[src/rtl/core/lslf_queue.sv]
// Two-entry job queue between front and back end.
// Depends on nothing but its WIDTH parameter.
`timescale 1ns / 1ps

module lslf_queue #(
    parameter int WIDTH = 8
) (
    input  logic             clk,
    input  logic             rst_n,
    input  logic             wr_en,
    output logic             wr_room,
    input  logic [WIDTH-1:0] wr_data,
    output logic             rd_valid,
    input  logic             rd_en,
    output logic [WIDTH-1:0] rd_data
);

    logic [WIDTH-1:0] slot_reg [2];
    logic             wptr_reg;
    logic             rptr_reg;
    logic [1:0]       fill_reg;

    assign wr_room  = fill_reg != 2'd2;
    assign rd_valid = fill_reg != 2'd0;
    assign rd_data  = slot_reg[rptr_reg];

    always_ff @(posedge clk or negedge rst_n)
    begin
        if (!rst_n)
        begin
            wptr_reg <= 1'b0;
            rptr_reg <= 1'b0;
            fill_reg <= 2'd0;
        end
        else
        begin
            if (wr_en && wr_room)
            begin
                wptr_reg <= !wptr_reg;
            end
            if (rd_en && rd_valid)
            begin
                rptr_reg <= !rptr_reg;
            end
            fill_reg <= fill_reg + 2'((wr_en && wr_room) ? 1 : 0)
                                 - 2'((rd_en && rd_valid) ? 1 : 0);
        end
    end

    always_ff @(posedge clk)
    begin
        if (wr_en && wr_room)
        begin
            slot_reg[wptr_reg] <= wr_data;
        end
    end

endmodule

[config.mk]
export PLATFORM = sky130hd
export DESIGN_NAME = lslf_queue
export DESIGN_NICKNAME = d
export VERILOG_FILES = /design/src/rtl/core/lslf_queue.sv
export SDC_FILE = /design/constraint.sdc
export NUM_CORES = 1
export LEC_CHECK = 0
export ABC_AREA = 1
export BUFFER_PORTS_ARGS = -buffer_cell sky130_fd_sc_hd__buf_2
export CAP_MARGIN = 25
export CORE_AREA = 3 3 62 64
export CTS_CLUSTER_DIAMETER = 50
export DETAILED_ROUTE_END_ITERATION = 6
export DIE_AREA = 0 0 65 67
export PLACE_DENSITY = 0.45
export SLEW_MARGIN = 10
export SYNTH_ARGS = -nofsm -noshare
export SYNTH_HDL_FRONTEND = slang
export SYNTH_SLANG_ARGS = --single-unit
[constraint.sdc]
create_clock -name clk -period 2.5 [get_ports clk]
set_clock_uncertainty 0.1 [all_clocks]
set_input_delay 0.5 -clock clk [delete_from_list [all_inputs] [get_ports clk]]
set_output_delay 0.5 -clock clk [all_outputs]
set_load 0.01 [all_outputs]
==> out/metrics.yaml <==
setup_path:
  r2r_cells: 4
  slowest_stage: "dfrtp_1"
  cp-start-kind: "register"
  cpLargestDelayFamily: "flip-flops"
  path_buf_inv: 2
  criticalPathCategory: "reg -> out"
  timing.rr.start: "fill_reg[1]"
  crit_required_ps: 1900
  path_cells: "inv_2, nand2_1, nand2_1, buf_2"
  crit_arrival_ps: 1280
  ff2ff_setup_slack_ps: 950
  cpPeakStageDelay_ps: 540
  worstReg2RegEnd: "slot_reg[0][7]"
  critPathCaptureType: "output pin"
  cp_max_fo: 9
  crit_top_cell: "nand2_1"
global_routing:
  gr-usage-all-layers_pct: 7.643
  grt_pass1_vias: 502
  grt_start_max_net_pins: 12
  antenna_found_initial: 0
  grt_pass1_wl_um: 2401
  grt-ovfl-total: 0
place:
  place_hpwl_um: 1107
  numPortBuffers: 21
  placed_area_um2: 987.2
  numPlacedInstances: 140
  gp_congestion: 0.7151
timing:
  min_period_over_period_pct: 75.23
  timing.fmax_mhz: 531.7
  finalSetupViolations: 0
  fin_crit_ps: 1881
  rsz0062_at_grt: "no"
  hold_violations: 0
  worst_pin_slew_ps: 538.8
  drv_slew: 0
  relSlewSlack_pct: 64.04
  final.setup.tns_ps: 0
synthesis:
  ys_warn_count: 0
  syn_avg_cell_area_um2: 11.26
  synth.cell_area_um2: 822.0
  ys_top_cells_by_area: "edfxtp_1, nand2_1, dfrtp_1, inv_1, nand2_2"
  synth_cell_type_count: 15
  yosys.area.top_type: "edfxtp_1"
  synth_seq_cells: 20
  synthCells: 73
  syn_nets: 86
  synth-seq-area-share_pct: 70.62
  yosysTopAreaCellShare_pct: 58.45
finish:
  finish.net_count: 113
  stdcell_area_um2: 1023
  n_antenna_cell: 0
  syn2layout_area_growth_pct: 24.51
  mostFrequentLayoutCell: "nand2_1"
  layout_common_cells: "nand2_1, buf_2, edfxtp_1"
  nFillCells: 371
  drive_above_1_share_pct: 34.34
  largest_register_ffs: 16
  final_cells: 145
drt:
  finalWirelength_um: 1487
  drt_iter0_drc: 28
  postRouteAntennaNets: 0
  vias: 540
  viasPerCell: 3.724
  wl_per_cell_um: 10.26
  drc: 0
  drt_pass1_iterations: 4
min_path:
  min_path_cells: 1
  hp-start: "wr_data[4]"
  min_path_type: "in -> reg"
  min_to: "slot_reg[1][4]"
clock_network:
  ctsResizeCount: 0
  cts-root-buf: "clkbuf_4"
  hold_buffers: 1
  cts_setup_buffers: 0
  cts_max_level: 1
  cts_tree: "yes"
  cts_inserted_buffers: 3
  cts_sinks: 20
  worstSkewPairLatency_ps: 290
  clkTransAtPathRegs_ps: 110
  clockBufferDepth: 2
job:
  maxCapViolCount: 0
power:
  power.total_uw: 1104
  p_leak_uw: 0.0004667
  power_density_nw_per_um2: 1079
  ir_drop_uv: 335.3
status:
  status: "finished, final reports clean"
floorplan:
  die_h_um: 67
  dieArea_um2: 4355
  rows: 21
  coreArea_um2: 3337
  die-width_um: 65
  initial_core_util_pct: 24.63
  io_pins: 22
==> synth_stat cells <==
master,n
nand2_4,1
inv_1,6
xor2_1,1
nor2_1,2
ha_1,1
a21oi_1,1
dfrtp_1,4
buf_2,1
o21ai_1,1
nor2_2,3
edfxtp_1,16
nand2_2,3
nand3_1,2
inv_2,2
nand2_1,29
==> metal layers <==
layer	up-vias	part of all wire [%]	GRT usage (%)
met1	239	50	10.31
li1	285	-	-
met5	-	0	0
met4	0	0.67	3.958
met3	2	5.6	2.530
met2	14	44	10.73
==> through the flow <==
stage          hold slack [ps]  util, %  worst slack (ps)
2_1_floorplan            104.4        -              1036
3_3_place_gp             215.1    29.58             881.7
6_report                 286.0    30.67             619.2
4_1_cts                  274.3    30.67             576.8
3_5_place_dp             217.6    29.58             867.2
5_1_grt                  260.1    30.67             478.0
==> worst max-delay path by stage <==
| stage | start | to | slack (ps) | cells after the start |
|---|---|---|---|---|
| after global routing | rptr_reg | rd_data[2] | 480 | 4 |
| after floorplan | fill_reg[1] | slot_reg[0][0] | 1040 | 3 |
| after detailed placement | wr_en | slot_reg[1][5] | 870 | 3 |
| after global placement | wr_en | slot_reg[1][5] | 880 | 3 |
| after CTS | rptr_reg | rd_data[3] | 580 | 4 |
| final | rptr_reg | rd_data[0] | 620 | 4 |
==> where the power goes <==
group	internal [µW]	switching [µW]
clock network	62.0	98.2
registers	463	62.2
logic	158	261
total	683	421
==> cell type report <==
cell class / count / area, µm² / share of cell area, %
Multi-Input combinational cell: 44 / 206.4 / 20.17
Timing Repair Buffer: 23 / 122.6 / 11.98
Tap cell: 46 / 57.56 / 5.623
Inverter: 8 / 30.03 / 2.934
Clock buffer: 4 / 26.28 / 2.567
Sequential cell: 20 / 580.6 / 56.72
==> cells by family after synthesis <==
family / Yosys count / share of synthesized area [%]
xor+xnor: 1 / 1.066
simple gates: 40 / 21.31
compound gates: 2 / 1.216
buf+inv: 9 / 4.261
flops: 20 / 70.62
fa+ha+maj: 1 / 1.522
==> worst reg2reg max path, delay by kind of cell, from the launching register on <==
kind | cells | cell delay (ps)
DFF | 1 | 450
buffers and inverters | 1 | 220
and+or+nand+nor | 3 | 500
(Power assumes the default switching activity.)
