[config.mk]
export PLATFORM = sky130hd
export DESIGN_NAME = lslf_div
export DESIGN_NICKNAME = d
export VERILOG_FILES = /design/src/rtl/core/lslf_pkg.sv /design/src/rtl/core/lslf_div.sv
export SDC_FILE = /design/constraint.sdc
export NUM_CORES = 1
export LEC_CHECK = 0
export BUFFER_PORTS_ARGS = -buffer_cell sky130_fd_sc_hd__buf_2
export CORE_ASPECT_RATIO = 0.7
export CORE_MARGIN = 10
export CORE_UTILIZATION = 45
export CTS_CLUSTER_SIZE = 25
export DETAILED_ROUTE_END_ITERATION = 6
export PLACE_DENSITY = 0.72
export SYNTH_ARGS = -nofsm -noshare
export SYNTH_HDL_FRONTEND = slang
export SYNTH_SLANG_ARGS = --single-unit
export TNS_END_PERCENT = 30
[constraint.sdc]
create_clock -name clk -period 4.6 [get_ports clk]
set_input_delay 0.46 -clock clk [delete_from_list [all_inputs] [get_ports clk]]
set_output_delay 0.46 -clock clk [all_outputs]
set_load 0.05 [all_outputs]
[src/rtl/core/lslf_pkg.sv]
// Shared types and constants for the least-squares line fit.
// No dependencies; the divider, back end, top level and testbench use it by scoped name.
`timescale 1ns / 1ps

package lslf_pkg;

    // Shared divider: Q16 dividend and 64-bit divisor
    localparam int DIVIDEND_W = 80;
    localparam int DIVISOR_W  = 64;
    localparam int DIV_CNT_W  = 7;

    // Accumulators of the second pass wrap at 64 bits
    localparam int ACC_W = 64;

    localparam int STATUS_W = 2;
    localparam int POINTS_W = 11;

    localparam logic [STATUS_W-1:0] ST_OK        = 2'd0;
    localparam logic [STATUS_W-1:0] ST_ZERO_VAR  = 2'd1;
    localparam logic [STATUS_W-1:0] ST_SATURATED = 2'd2;
    localparam logic [STATUS_W-1:0] ST_DROPPED   = 2'd3;

    typedef enum logic [2:0] {
        BK_IDLE,
        BK_PASS,
        BK_DRAIN,
        BK_SLOPE,
        BK_IMUL,
        BK_ISTART,
        BK_ICPT,
        BK_OUT
    } back_state_t;

    typedef struct packed {
        logic start;
        logic done;
    } div_ctrl_t;

endpackage

[src/rtl/core/lslf_div.sv]
// Restoring divider, one quotient bit per cycle, unsigned.
// Depends on lslf_pkg for widths and the control struct.
`timescale 1ns / 1ps

module lslf_div (
    input  logic                             clk,
    input  logic                             rst_n,
    input  lslf_pkg::div_ctrl_t              ctrl_in,
    output lslf_pkg::div_ctrl_t              ctrl_out,
    input  logic [lslf_pkg::DIVIDEND_W-1:0]  dividend,
    input  logic [lslf_pkg::DIVISOR_W-1:0]   divisor,
    output logic [lslf_pkg::DIVIDEND_W-1:0]  quotient
);

    logic [lslf_pkg::DIVISOR_W:0]     rem_reg;
    logic [lslf_pkg::DIVIDEND_W-1:0]  quo_reg;
    logic [lslf_pkg::DIVISOR_W-1:0]   dsr_reg;
    logic [lslf_pkg::DIV_CNT_W-1:0]   cnt_reg;
    logic                             busy_reg;
    logic                             done_reg;
    logic [lslf_pkg::DIVISOR_W:0]     trial;
    logic                             ge;

    assign trial    = {rem_reg[lslf_pkg::DIVISOR_W-1:0], quo_reg[lslf_pkg::DIVIDEND_W-1]};
    assign ge       = trial >= {1'b0, dsr_reg};
    assign quotient = quo_reg;

    always_comb
    begin
        ctrl_out.start = busy_reg;
        ctrl_out.done  = done_reg;
    end

    always_ff @(posedge clk or negedge rst_n)
    begin
        if (!rst_n)
        begin
            busy_reg <= 1'b0;
            done_reg <= 1'b0;
            cnt_reg  <= '0;
        end
        else
        begin
            done_reg <= 1'b0;
            if (ctrl_in.start)
            begin
                busy_reg <= 1'b1;
                cnt_reg  <= '0;
            end
            else if (busy_reg)
            begin
                cnt_reg <= cnt_reg + lslf_pkg::DIV_CNT_W'(1);
                if (cnt_reg == lslf_pkg::DIV_CNT_W'(lslf_pkg::DIVIDEND_W - 1))
                begin
                    busy_reg <= 1'b0;
                    done_reg <= 1'b1;
                end
            end
        end
    end

    always_ff @(posedge clk)
    begin
        if (ctrl_in.start)
        begin
            rem_reg <= '0;
            quo_reg <= dividend;
            dsr_reg <= divisor;
        end
        else if (busy_reg)
        begin
            rem_reg <= ge ? trial - {1'b0, dsr_reg} : trial;
            quo_reg <= {quo_reg[lslf_pkg::DIVIDEND_W-2:0], ge};
        end
    end

endmodule

==> impl_metrics.csv, run 1 <==
group,metric,value,unit
run_status,run_status,"completed",
cells_and_area,largest_register_ffs,80,
timing,setup_viol,0,
timing,relSlewSlack,27.5,%
power_and_ir_drop,irDropWorstVdd,0.329,mV
place,place_area,14100,um2
synthesis,synthSimpleGateAreaFrac,13.4,%
clock_tree,insertion_delay,0.56,ns
run,max_cap_violations,0,
global_route,grt_util_met2,29.2,%
synthesis,synth_warnings,0,
timing,finalCritPeriodShare,88.2,%
worst_setup_path,startpoint_type,"register",
power_and_ir_drop,combPwrFrac,46.2,%
synthesis,yosys.area.top_type_share,33.9,%
worst_setup_path,arrival,4.54,ns
power_and_ir_drop,intPower,5160,uW
power_and_ir_drop,powerDensity,595,nW/um2
cells_and_area,postLayoutCellArea,14900,um2
synthesis,yosysSeqAreaShare,45.7,%
synthesis,synth_fp_nets,1506,
synthesis,ys_ff_latch,217,
synthesis,synth_cell_types,79,
synthesis,yosysTopAreaCell,"edfxtp_1",
global_route,grt_pass1_wl,56300,um
worst_setup_path,crit_path_cell_trace,"inv_1 > ha_1 > fa_1 > nor2b_1 > o31a_1 > a21oi_2 > o21ai_0 > o21ai_0 > a31oi_1 > o31ai_1 > buf_4 > nor3_1 > a2111o_1 > a21oi_1",
clock_tree,h-tree-depth,1,
worst_setup_path,critical-path-top-delay-family,"compound AO/OA/AOI/OAI gates",
cells_and_area,drive_above_1_share,25.2,%
clock_tree,cts.sinks,217,
timing,max_freq,0.247,GHz
worst_setup_path,worstPathMaxFanout,5,
min_path,hold_path_class,"in -> reg",
routing,wl_per_cell,19.1,um
floorplanning,ios,230,
worst_setup_path,path_class,"reg -> reg",
clock_tree,cts_tree,"done",
synthesis,synth-main-ff-cell,"edfxtp_1",
power_and_ir_drop,p_sw_share,41.8,%
global_route,grt_max_degree,130,
synthesis,ys_async_sr_fraction,4.15,%
power_and_ir_drop,clkPwrFrac,22.6,%
timing,worst_pin_slew,1.09,ns
power_and_ir_drop,power_leakage,0.00633,uW
worst_setup_path,critPathMostFrequentCell,"o21ai_0",
global_route,grt_usage,19.2,%
worst_setup_path,cp_num_buf_inv,2,
worst_setup_path,max_stage_delay,0.69,ns
floorplanning,std_cell_rows,51,
floorplanning,coreArea,27900,um2
global_route,grt_util_met1,27.9,%
place,port_buffers,228,
cells_and_area,area_growth,16.9,%
routing,via_per_inst,5.67,
place,dp_hpwl,26700,um
routing,wl,35900,um
synthesis,synth_compound_area_share,17.5,%
clock_tree,cts_buffer_depth,3,
synthesis,synth_area_per_cell,9.87,um2
synthesis,synth_top_family_by_area,"compound AO/OA/AOI/OAI gates",
worst_setup_path,slowest_stage,"o21ai_0",
worst_setup_path,cp-end-kind,"register",
timing,hold_viol_final,0,
synthesis,synthAdderAreaFrac,6.53,%
synthesis,synth_area_leaders,"edfxtp_1 34%, dfxtp_1 10%, mux2_2 7.1%, ha_1 6.4%, nand2_1 4.8%",
floorplanning,die_w,221,um
global_route,grt_pass1_vias,10100,
clock_tree,cts_setup_buffers,0,
clock_tree,root_buffer,"clkbuf_16",
place,gp_congestion,0.961,
cells_and_area,fillers,2571,
floorplanning,dieArea,35600,um2
power_and_ir_drop,switchingPower,3710,uW
routing,firstDrtPassIters,5,
synthesis,synthMuxAreaShare,7.54,%
timing,skew,0.0307,ns
global_route,grtUsageMet3,3.08,%
floorplanning,die_y,161,um
power_and_ir_drop,seqPwrFrac,31.2,%
routing,vias,10600,
clock_tree,clk_pin_slew,0.06,ns
timing,rsz0062_at_grt,"false",
synthesis,syn_area,12800,um2
timing,min_period,4.06,ns
global_route,grt_overflow,0,
synthesis,syn_inst,1292,
cells_and_area,final_nets,1698,
timing,report.final.slew_viol_count,0,
timing,setup-tns-final,0,ns
clock_tree,numCtsBuffers,24,
synthesis,synth_xor_area_share,3.78,%
floorplanning,initial_core_util,45.7,%
routing,drt_iter0_drc,1197,
synthesis,synth_edf_count,144,
global_route,grt-busiest-layer,"met2",
routing,drtAntennaViolNets,0,
global_route,antenna_found_initial,1,
routing,drt_drc_violations_left,0,
worst_setup_path,crit_required,5.08,ns
==> Yosys cell counts (9+ instances only) <==
cell,count
o211ai_1,10
buf_4,9
a21o_1,17
nand4_1,22
ha_1,65
a31oi_1,16
mux2_2,80
a211oi_1,13
clkbuf_1,40
a21oi_1,97
xnor2_1,38
inv_1,87
edfxtp_1,144
nor3_1,15
nand3_1,18
dfrtp_1,9
o21a_1,10
and3_1,11
nor2_1,102
o21ai_0,51
o21bai_1,14
dfxtp_1,64
a311oi_1,47
xor2_1,17
nand2_1,164
==> per-stage QoR <==
step	setup slack [ns]	hold WS (ns)	total power [uW]	util, %	cells
global placement	0.792	0.322	6740	50.5	1828
CTS	0.657	0.0465	8850	53.5	1873
floorplan	1.19	0.164	5870	-	1292
finish	0.544	0.0729	8860	53.5	1874
detailed placement	0.694	0.326	6800	50.5	1828
global route	0.340	0.0496	9450	53.5	1874
==> final timing paths <==
kind	to	startpoint	slack (ns)	depth (start not counted)
max in group asynchronous	busy_reg	rst_n	4.11	2
max reg2reg	rem_reg[62]	quotient[79]	0.54	14
min reg2reg	rem_reg[1]	rem_reg[1]	0.50	2
max	rem_reg[62]	quotient[79]	0.54	14
min in group asynchronous	done_reg	rst_n	0.29	2
min	dsr_reg[11]	divisor[11]	0.07	1
==> cells in the final DEF (no fill, tap or decap), types with 7 or more instances in the layout <==
cell	Yosys	final
nor3_1	15	15
a21o_1	17	17
nand3_1	18	18
nand2b_1	7	7
o211ai_1	10	10
a31oi_1	16	16
o21ai_0	51	51
clkbuf_1	40	7
buf_4	9	9
nand4_1	22	22
o21bai_1	14	14
and3_1	11	11
dfrtp_1	9	8
or3_1	8	8
a211oi_1	13	13
xor2_1	17	17
buf_2	6	227
mux2_2	80	80
nor4_1	8	8
a311oi_1	47	47
inv_1	87	87
dfxtp_1	64	64
nand2_1	164	162
clkbuf_16	0	25
a21oi_1	97	97
nor2_1	102	102
xnor2_1	38	38
ha_1	65	65
edfxtp_1	144	144
o21a_1	10	10
==> timing repair <==
action / CTS / global route
gates resized for setup: 0 / 0
hold buffers: 1 / 0
hold endpoints to repair: 9 / 0
==> logic make-up (layout without fill, tap and decap cells) <==
group           Yosys count  after routing
compound gates          327            327
xor+xnor                 55             55
flops                   217            217
simple gates            381            381
buf+inv                 160            370
other cells               0              1
mux                      86             86
fa+ha+maj                66             66
==> power groups by stage <==
stage                     registers [uW]  logic [uW]  clock network [uW]
final                               2770        4090                2000
after global routing                2810        4510                2120
after CTS                           2760        4040                2050
after detailed placement            2800        4010                   0
after global placement              2780        3950                   0
after floorplan                     3020        2850                   0
==> routing by layer <==
metal	wire length [um]	part of all wire (%)	up-vias
li1	-	-	5121
met1	17200	48	5093
met2	15900	44	366
met3	2040	5.7	47
met4	743	2.1	0
met5	0	0	-
==> layout make-up <==
type | count | area [um2] | share of cell area (%)
flip-flops and latches | 217 | 5830 | 39.1
repair buffers | 239 | 1250 | 8.37
multi-input cells | 915 | 6220 | 41.7
well taps | 371 | 464 | 3.11
clock inverters | 12 | 163 | 1.09
diodes | 1 | 2.50 | 0.0168
inverters | 87 | 327 | 2.19
clock buffers | 32 | 652 | 4.37
Note: power is estimated with default switching activity, not from simulation.
==> run 2, diff against run 1 <==
--- a/config.mk
+++ b/config.mk
@@ -5,13 +5,14 @@
 export SDC_FILE = /design/constraint.sdc
 export NUM_CORES = 1
 export LEC_CHECK = 0
+export ABC_AREA = 1
 export BUFFER_PORTS_ARGS = -buffer_cell sky130_fd_sc_hd__buf_2
 export CORE_ASPECT_RATIO = 0.7
 export CORE_MARGIN = 10
 export CORE_UTILIZATION = 45
 export CTS_CLUSTER_SIZE = 25
 export DETAILED_ROUTE_END_ITERATION = 6
-export PLACE_DENSITY = 0.72
+export PLACE_DENSITY = 0.71
 export SYNTH_ARGS = -nofsm -noshare
 export SYNTH_HDL_FRONTEND = slang
 export SYNTH_SLANG_ARGS = --single-unit
==> constraint.sdc (replaced) <==
create_clock -name clk -period 4.9 [get_ports clk]
set_input_delay 0.49 -clock clk [delete_from_list [all_inputs] [get_ports clk]]
set_output_delay 0.49 -clock clk [all_outputs]
set_load 0.05 [all_outputs]
==> run 2 against run 1 <==
Against the previous run: setup slack better by 1.2 ns; register-to-register slack better by 1.2 ns; design area up 14%; sequential share of layout area down 4.8 points; maximum frequency up 31%; largest power group unchanged; clock skew down 0.0019 ns; first-iteration DRC count up 23%; critical path depth unchanged.
==> impl_metrics.csv, run 2 <==
group,metric,value,unit
synthesis,syn_area,14800,um2
worst_setup_path,max_stage_delay,0.57,ns
timing,max_freq,0.322,GHz
clock_tree,hold_buffers,1,
clock_tree,insertion_delay,0.56,ns
timing,skew,0.0288,ns
synthesis,synth_area_per_cell,6.76,um2
clock_tree,root_buffer,"clkbuf_16",
place,dp_hpwl,37500,um
worst_setup_path,crit_required,5.35,ns
floorplanning,ios,230,
floorplanning,dieArea,40600,um2
worst_setup_path,startpoint_type,"register",
routing,wl,47800,um
global_route,grt_pass1_wl,73900,um
worst_setup_path,critPathMostFrequentCell,"nand2_1",
clock_tree,cts_setup_buffers,0,
global_route,grt_usage,22.8,%
timing,fin_ws,1.79,ns
worst_setup_path,r2r_cells,14,
synthesis,synth_edf_count,144,
global_route,grt_pass1_vias,13200,
floorplanning,std_cell_rows,55,
timing,relSlewSlack,30.4,%
timing,report.final.slew_viol_count,0,
synthesis,yosysTopAreaCell,"edfxtp_1",
cells_and_area,layout_commonest_cell,"nand2_1",
clock_tree,cts_tree,"done",
synthesis,yosys.area.top_type_share,29.3,%
power_and_ir_drop,power_leakage,0.00922,uW
place,port_buffers,228,
min_path,hold_path_class,"in -> reg",
worst_setup_path,worstPathMaxFanout,64,
worst_setup_path,path_class,"reg -> reg",
routing,drt_iter0_drc,1478,
timing,rsz0062_at_grt,"false",
synthesis,syn_inst,2183,
synthesis,ys_ff_latch,217,
synthesis,synth_cell_types,38,
clock_tree,cts_buffer_depth,3,
routing,vias,14100,
clock_tree,numCtsBuffers,23,
cells_and_area,largest_register_ffs,80,
worst_setup_path,cp-end-kind,"register",
timing,hold_viol_final,0,
cells_and_area,drive_above_1_share,12.3,%
clock_tree,h-tree-depth,1,
timing,setup_viol,0,
power_and_ir_drop,irDropWorstVdd,0.315,mV
global_route,antenna_found_initial,2,
synthesis,synth_warnings,0,
place,dpl.cell_count,2793,
min_path,min_delay_path_depth,1,
clock_tree,clk_pin_slew,0.06,ns
global_route,grt_max_degree,88,
routing,drt_drc_violations_left,0,
routing,drtAntennaViolNets,0,
timing,finalCritPeriodShare,63.4,%
cells_and_area,final_cells,2838,
cells_and_area,area_growth,14.9,%
floorplanning,coreArea,32300,um2
run_status,run_status,"completed",
routing,via_per_inst,4.98,
timing,min_period,3.11,ns
worst_setup_path,arrival,3.56,ns
synthesis,yosysSeqAreaShare,39.5,%
power_and_ir_drop,powerDensity,497,nW/um2
floorplanning,die_w,236,um
synthesis,synth_common_cells,"924 x nand2_1, 390 x inv_1, 145 x nand3_1, 144 x edfxtp_1, 128 x nor2_1",
synthesis,synth_most_common_cell,"nand2_1",
clock_tree,post_cts_resized,0,
routing,firstDrtPassIters,5,
cells_and_area,final_nets,2606,
synthesis,synth_fp_nets,2397,
floorplanning,die_y,172,um
cells_and_area,final_cell_mix,"924 x nand2_1, 389 x inv_1, 227 x buf_2, 145 x nand3_1, 144 x edfxtp_1",
synthesis,synth-main-ff-cell,"edfxtp_1",
worst_setup_path,crit_path_cell_trace,"inv_1 > ha_1 > nand2_1 > nor2_1 > nand2_1 > nor2_1 > and2_1 > nand3_1 > nand2_1 > nor2_4 > nand2_4 > nand2_1 > nand3_1 > nand2_1",
place,gp_congestion,1.01,
synthesis,ys_async_sr_fraction,4.15,%
clock_tree,cts.sinks,217,
place,dp_slack,1.86,ns
global_route,grt_overflow,0,
worst_setup_path,slowest_stage,"nand2_4",
synthesis,synth_area_leaders,"edfxtp_1 29%, nand2_1 23%, inv_1 9.9%, dfxtp_1 8.7%, ha_1 5.5%",
timing,worst_pin_slew,1.04,ns
timing,setup-tns-final,0,ns
routing,wl_per_cell,16.8,um
run,max_cap_violations,0,
floorplanning,initial_core_util,45.6,%
run 2: cell types whose count changed after synthesis, sizes merged, moves of 35 or more:
cell	previous run	this run
nand2	165	929
inv	87	394
nand3	18	147
mux2	80	0
a311oi	48	0
a21oi	98	52
nor2	103	143
nand3b	1	36
run 2: critical path: cells and delay by family (launching register included):
family,cells,cell delay [ns]
adder cells (fa/ha/maj),1,0.45
buffers and inverters,1,0.04
flip-flops,1,0.32
AND/OR/NAND/NOR,12,2.17
run 2: path summary, 6_finish.rpt:
check / startpoint / endpoint / slack, ns
max in group asynchronous: rst_n / cnt_reg[5] / 4.41
hold / removal: divisor[59] / dsr_reg[59] / 0.11
min in group asynchronous: rst_n / busy_reg / 0.31
setup reg to reg: dsr_reg[45] / rem_reg[50] / 1.79
hold reg to reg: rem_reg[37] / rem_reg[37] / 0.47
setup / recovery: dsr_reg[45] / rem_reg[50] / 1.79
run 2: stage by stage:
step / utilization, % / instance area [um2] / hold WS, ns / power, uW
floorplan: - / 14800 / 0.194 / 5580
detailed placement: 50.1 / 16200 / 0.352 / 6630
global placement: 50.1 / 16200 / 0.352 / 6570
global route: 52.4 / 17000 / 0.0923 / 9060
CTS: 52.4 / 17000 / 0.0863 / 8390
finish: 52.4 / 17000 / 0.107 / 8430
run 2: logic make-up after synthesis:
| kind of cell | count (synthesis) | share of synthesized area, % |
|---|---|---|
| AO/OA/AOI/OAI | 116 | 4.23 |
| XOR/XNOR | 39 | 2.31 |
| adder cells (fa/ha/maj) | 66 | 5.64 |
| flip-flops | 217 | 39.5 |
| AND/OR/NAND/NOR | 1295 | 36.1 |
| buffers and inverters | 450 | 12.2 |
run 2: final cells by class:
cell class	count	area (um2)
antenna	2	5.00
tap	427	534
inverter	396	1490
fill	3294	15400
multi-input combinational	1516	7150
timing repair buffer	238	1220
sequential	217	5830
clock buffer	33	643
clock inverter	9	82.6
run 2: routing by layer:
| metal | up-vias | part of all wire [%] | GRT usage, % |
|---|---|---|---|
| met1 | 6457 | 48 | 34.1 |
| li1 | 7147 | - | - |
| met4 | 0 | 1.5 | 4.14 |
| met5 | - | 0 | 0 |
| met2 | 483 | 41 | 32.5 |
| met3 | 49 | 9.1 | 5.58 |
run 2: where the power goes:
group	internal (uW)	switching [uW]
combinational	1390	2830
sequential	2290	193
clock	971	754
==> run 3, diff against run 2 <==
==> constraint.sdc (replaced) <==
create_clock -name clk -period 2.9 [get_ports clk]
set_input_delay 0.29 -clock clk [delete_from_list [all_inputs] [get_ports clk]]
set_output_delay 0.29 -clock clk [all_outputs]
set_load 0.05 [all_outputs]
==> run 3 against run 2 <==
Against the previous run: non-clock buffer count up 109; die area unchanged; sequential power rose by 69%; worst hold slack got worse by 0.086 ns; clock-buffer cell count shrank 6; via count up 2.8%; flip-flop and latch count unchanged; power up 75%; design area increased by 7.1%; critical path depth increased by 4; critical path type unchanged; largest cell class unchanged.
==> impl_metrics.csv, run 3 (synthesized netlist as in run 2, its figures left out) <==
group,metric,value,unit
run_status,run_status,"completed",
global_route,grt_pass1_vias,13900,
global_route,grt_max_degree,91,
worst_setup_path,path_class,"reg -> reg",
worst_setup_path,reg2reg_to,"rem_reg[56]",
timing,rsz0062_at_grt,"false",
power_and_ir_drop,irDropWorstVdd,0.548,mV
routing,firstDrtPassIters,6,
cells_and_area,largest_register_ffs,80,
timing,setup-tns-final,0,ns
min_path,hold_start,"dividend[13]",
run,max_cap_violations,0,
power_and_ir_drop,powerDensity,814,nW/um2
timing,skew,0.0158,ns
place,gp_congestion,0.975,
timing,worst_pin_slew,0.987,ns
global_route,grt_pass1_wl,77400,um
floorplanning,dieArea,40600,um2
routing,drt_drc_violations_left,0,
floorplanning,coreArea,32300,um2
clock_tree,root_buffer,"clkbuf_16",
routing,drtAntennaViolNets,0,
global_route,grt_usage,23.8,%
timing,setup_viol,0,
clock_tree,numCtsBuffers,24,
cells_and_area,final_cell_mix,"924 x nand2_1, 389 x inv_1, 227 x buf_2, 144 x nand3_1, 144 x edfxtp_1",
power_and_ir_drop,power_leakage,0.00975,uW
floorplanning,die_w,236,um
worst_setup_path,r2r_cells,18,
worst_setup_path,crit_required,3.39,ns
cells_and_area,area_growth,23.0,%
routing,via_per_inst,4.93,
min_path,worst_hold_path.endpoint,"quotient[13]",
floorplanning,die_y,172,um
global_route,grt_overflow,0,
routing,wl,50000,um
clock_tree,cts_tree,"done",
clock_tree,insertion_delay,0.55,ns
place,dp_hpwl,38700,um
floorplanning,std_cell_rows,55,
timing,hold_ws,0.0206,ns
cells_and_area,drive_above_1_share,12.6,%
worst_setup_path,r2r_slack,0.12,ns
clock_tree,cts_buffer_depth,3,
timing,finalCritPeriodShare,95.8,%
routing,drt_iter0_drc,1447,
timing,max_freq,0.360,GHz
place,place_area,16400,um2
clock_tree,cts.sinks,217,
clock_tree,h-tree-depth,1,
place,port_buffers,228,
floorplanning,initial_core_util,45.6,%
timing,report.final.slew_viol_count,0,
floorplanning,ios,230,
clock_tree,clk_pin_slew,0.06,ns
routing,wl_per_cell,17.0,um
worst_setup_path,worstPathMaxFanout,4,
timing,relSlewSlack,34.2,%
routing,vias,14500,
min_path,hold_path_class,"in -> reg",
worst_setup_path,arrival,3.27,ns
worst_setup_path,worstReg2RegStart,"quotient[79]",
timing,hold_viol_final,0,
global_route,antenna_found_initial,2,
worst_setup_path,startpoint_type,"register",
worst_setup_path,cp-end-kind,"register",
timing,min_period,2.78,ns
cells_and_area,postLayoutCellArea,18200,um2
min_path,min_delay_path_depth,3,
power_and_ir_drop,finalPower,14800,uW
cells_and_area,final_nets,2716,
cells_and_area,layout_commonest_cell,"nand2_1",
clock_tree,cts_setup_buffers,0,
[run 3: cell types whose count changed in the layout (fill, tap and decap cells not counted), moves of 2 or more]
cell and change:
bufinv_16 +3, buf_12 +4, clkbuf_8 -2, buf_4 +9, clkbuf_1 -5, clkinv_2 +3, dlygate4sd3_1 +96
[run 3: power by group]
part / switching (uW) / leakage (uW) / internal, uW / total (uW)
clock network: 1310 / 0.000398 / 1900 / 3210
logic: 4840 / 0.00721 / 2550 / 7390
registers: 319 / 0.00214 / 3870 / 4190
total: 6470 / 0.00975 / 8320 / 14800
[run 3: layout make-up]
type / instances / area, um2
Multi-Input combinational cell: 1516 / 7160
Fill cell: 3104 / 14200
Timing Repair Buffer: 347 / 2330
Sequential cell: 217 / 5830
Inverter: 396 / 1490
Antenna cell: 1 / 2.50
Clock inverter: 17 / 195
Clock buffer: 27 / 622
Tap cell: 427 / 534
[run 3: repair_timing]
item | in CTS | in global routing
endpoints found under the setup margin | 0 | 4
gates resized for setup | 0 | 3
hold endpoints to repair | 105 | 0
hold buffers | 97 | 0
[run 3: worst max-delay path, cell delays in order (launching register included)]
cell and delay, ns:
edfxtp_1 0.36, inv_1 0.07, ha_1 0.22, fa_1 0.41
inv_1 0.13, nand2_1 0.06, nand2_1 0.08, nand3_1 0.07
nand2_1 0.25, nand2_1 0.11, nand3_1 0.25, nand2_1 0.22
nand3_1 0.12, nand2_1 0.06, nand2_1 0.06, inv_1 0.04
nand2_1 0.05, nand3_1 0.06, nand2_1 0.09
[run 3: how the worst max path moves through the flow]
| stage | startpoint | endpoint | slack (ns) | depth (start not counted) |
|---|---|---|---|---|
| 3_3_place_gp | quotient[79] | rem_reg[56] | 0.29 | 18 |
| 2_1_floorplan | quotient[79] | rem_reg[60] | 0.31 | 17 |
| 5_1_grt | dsr_reg[16] | rem_reg[14] | 0.002 | 16 |
| 4_1_cts | quotient[79] | rem_reg[60] | 0.19 | 17 |
| 3_5_place_dp | quotient[79] | rem_reg[60] | 0.20 | 17 |
| 6_report | quotient[79] | rem_reg[56] | 0.12 | 18 |
[run 3: stage by stage]
step	cells	utilization (%)	setup slack (ns)
after floorplan	2183	-	0.308
after detailed placement	2806	50.6	0.201
after CTS	2947	56.1	0.185
after global routing	2948	56.2	0.00217
final	2948	56.2	0.123
after global placement	2806	50.6	0.292
[run 3: metal layers]
layer  routed length, um  track usage [%]
met1               23800             34.4
met4                 859             4.64
met3                4650             7.33
met5                   0                0
met2               20700             34.2
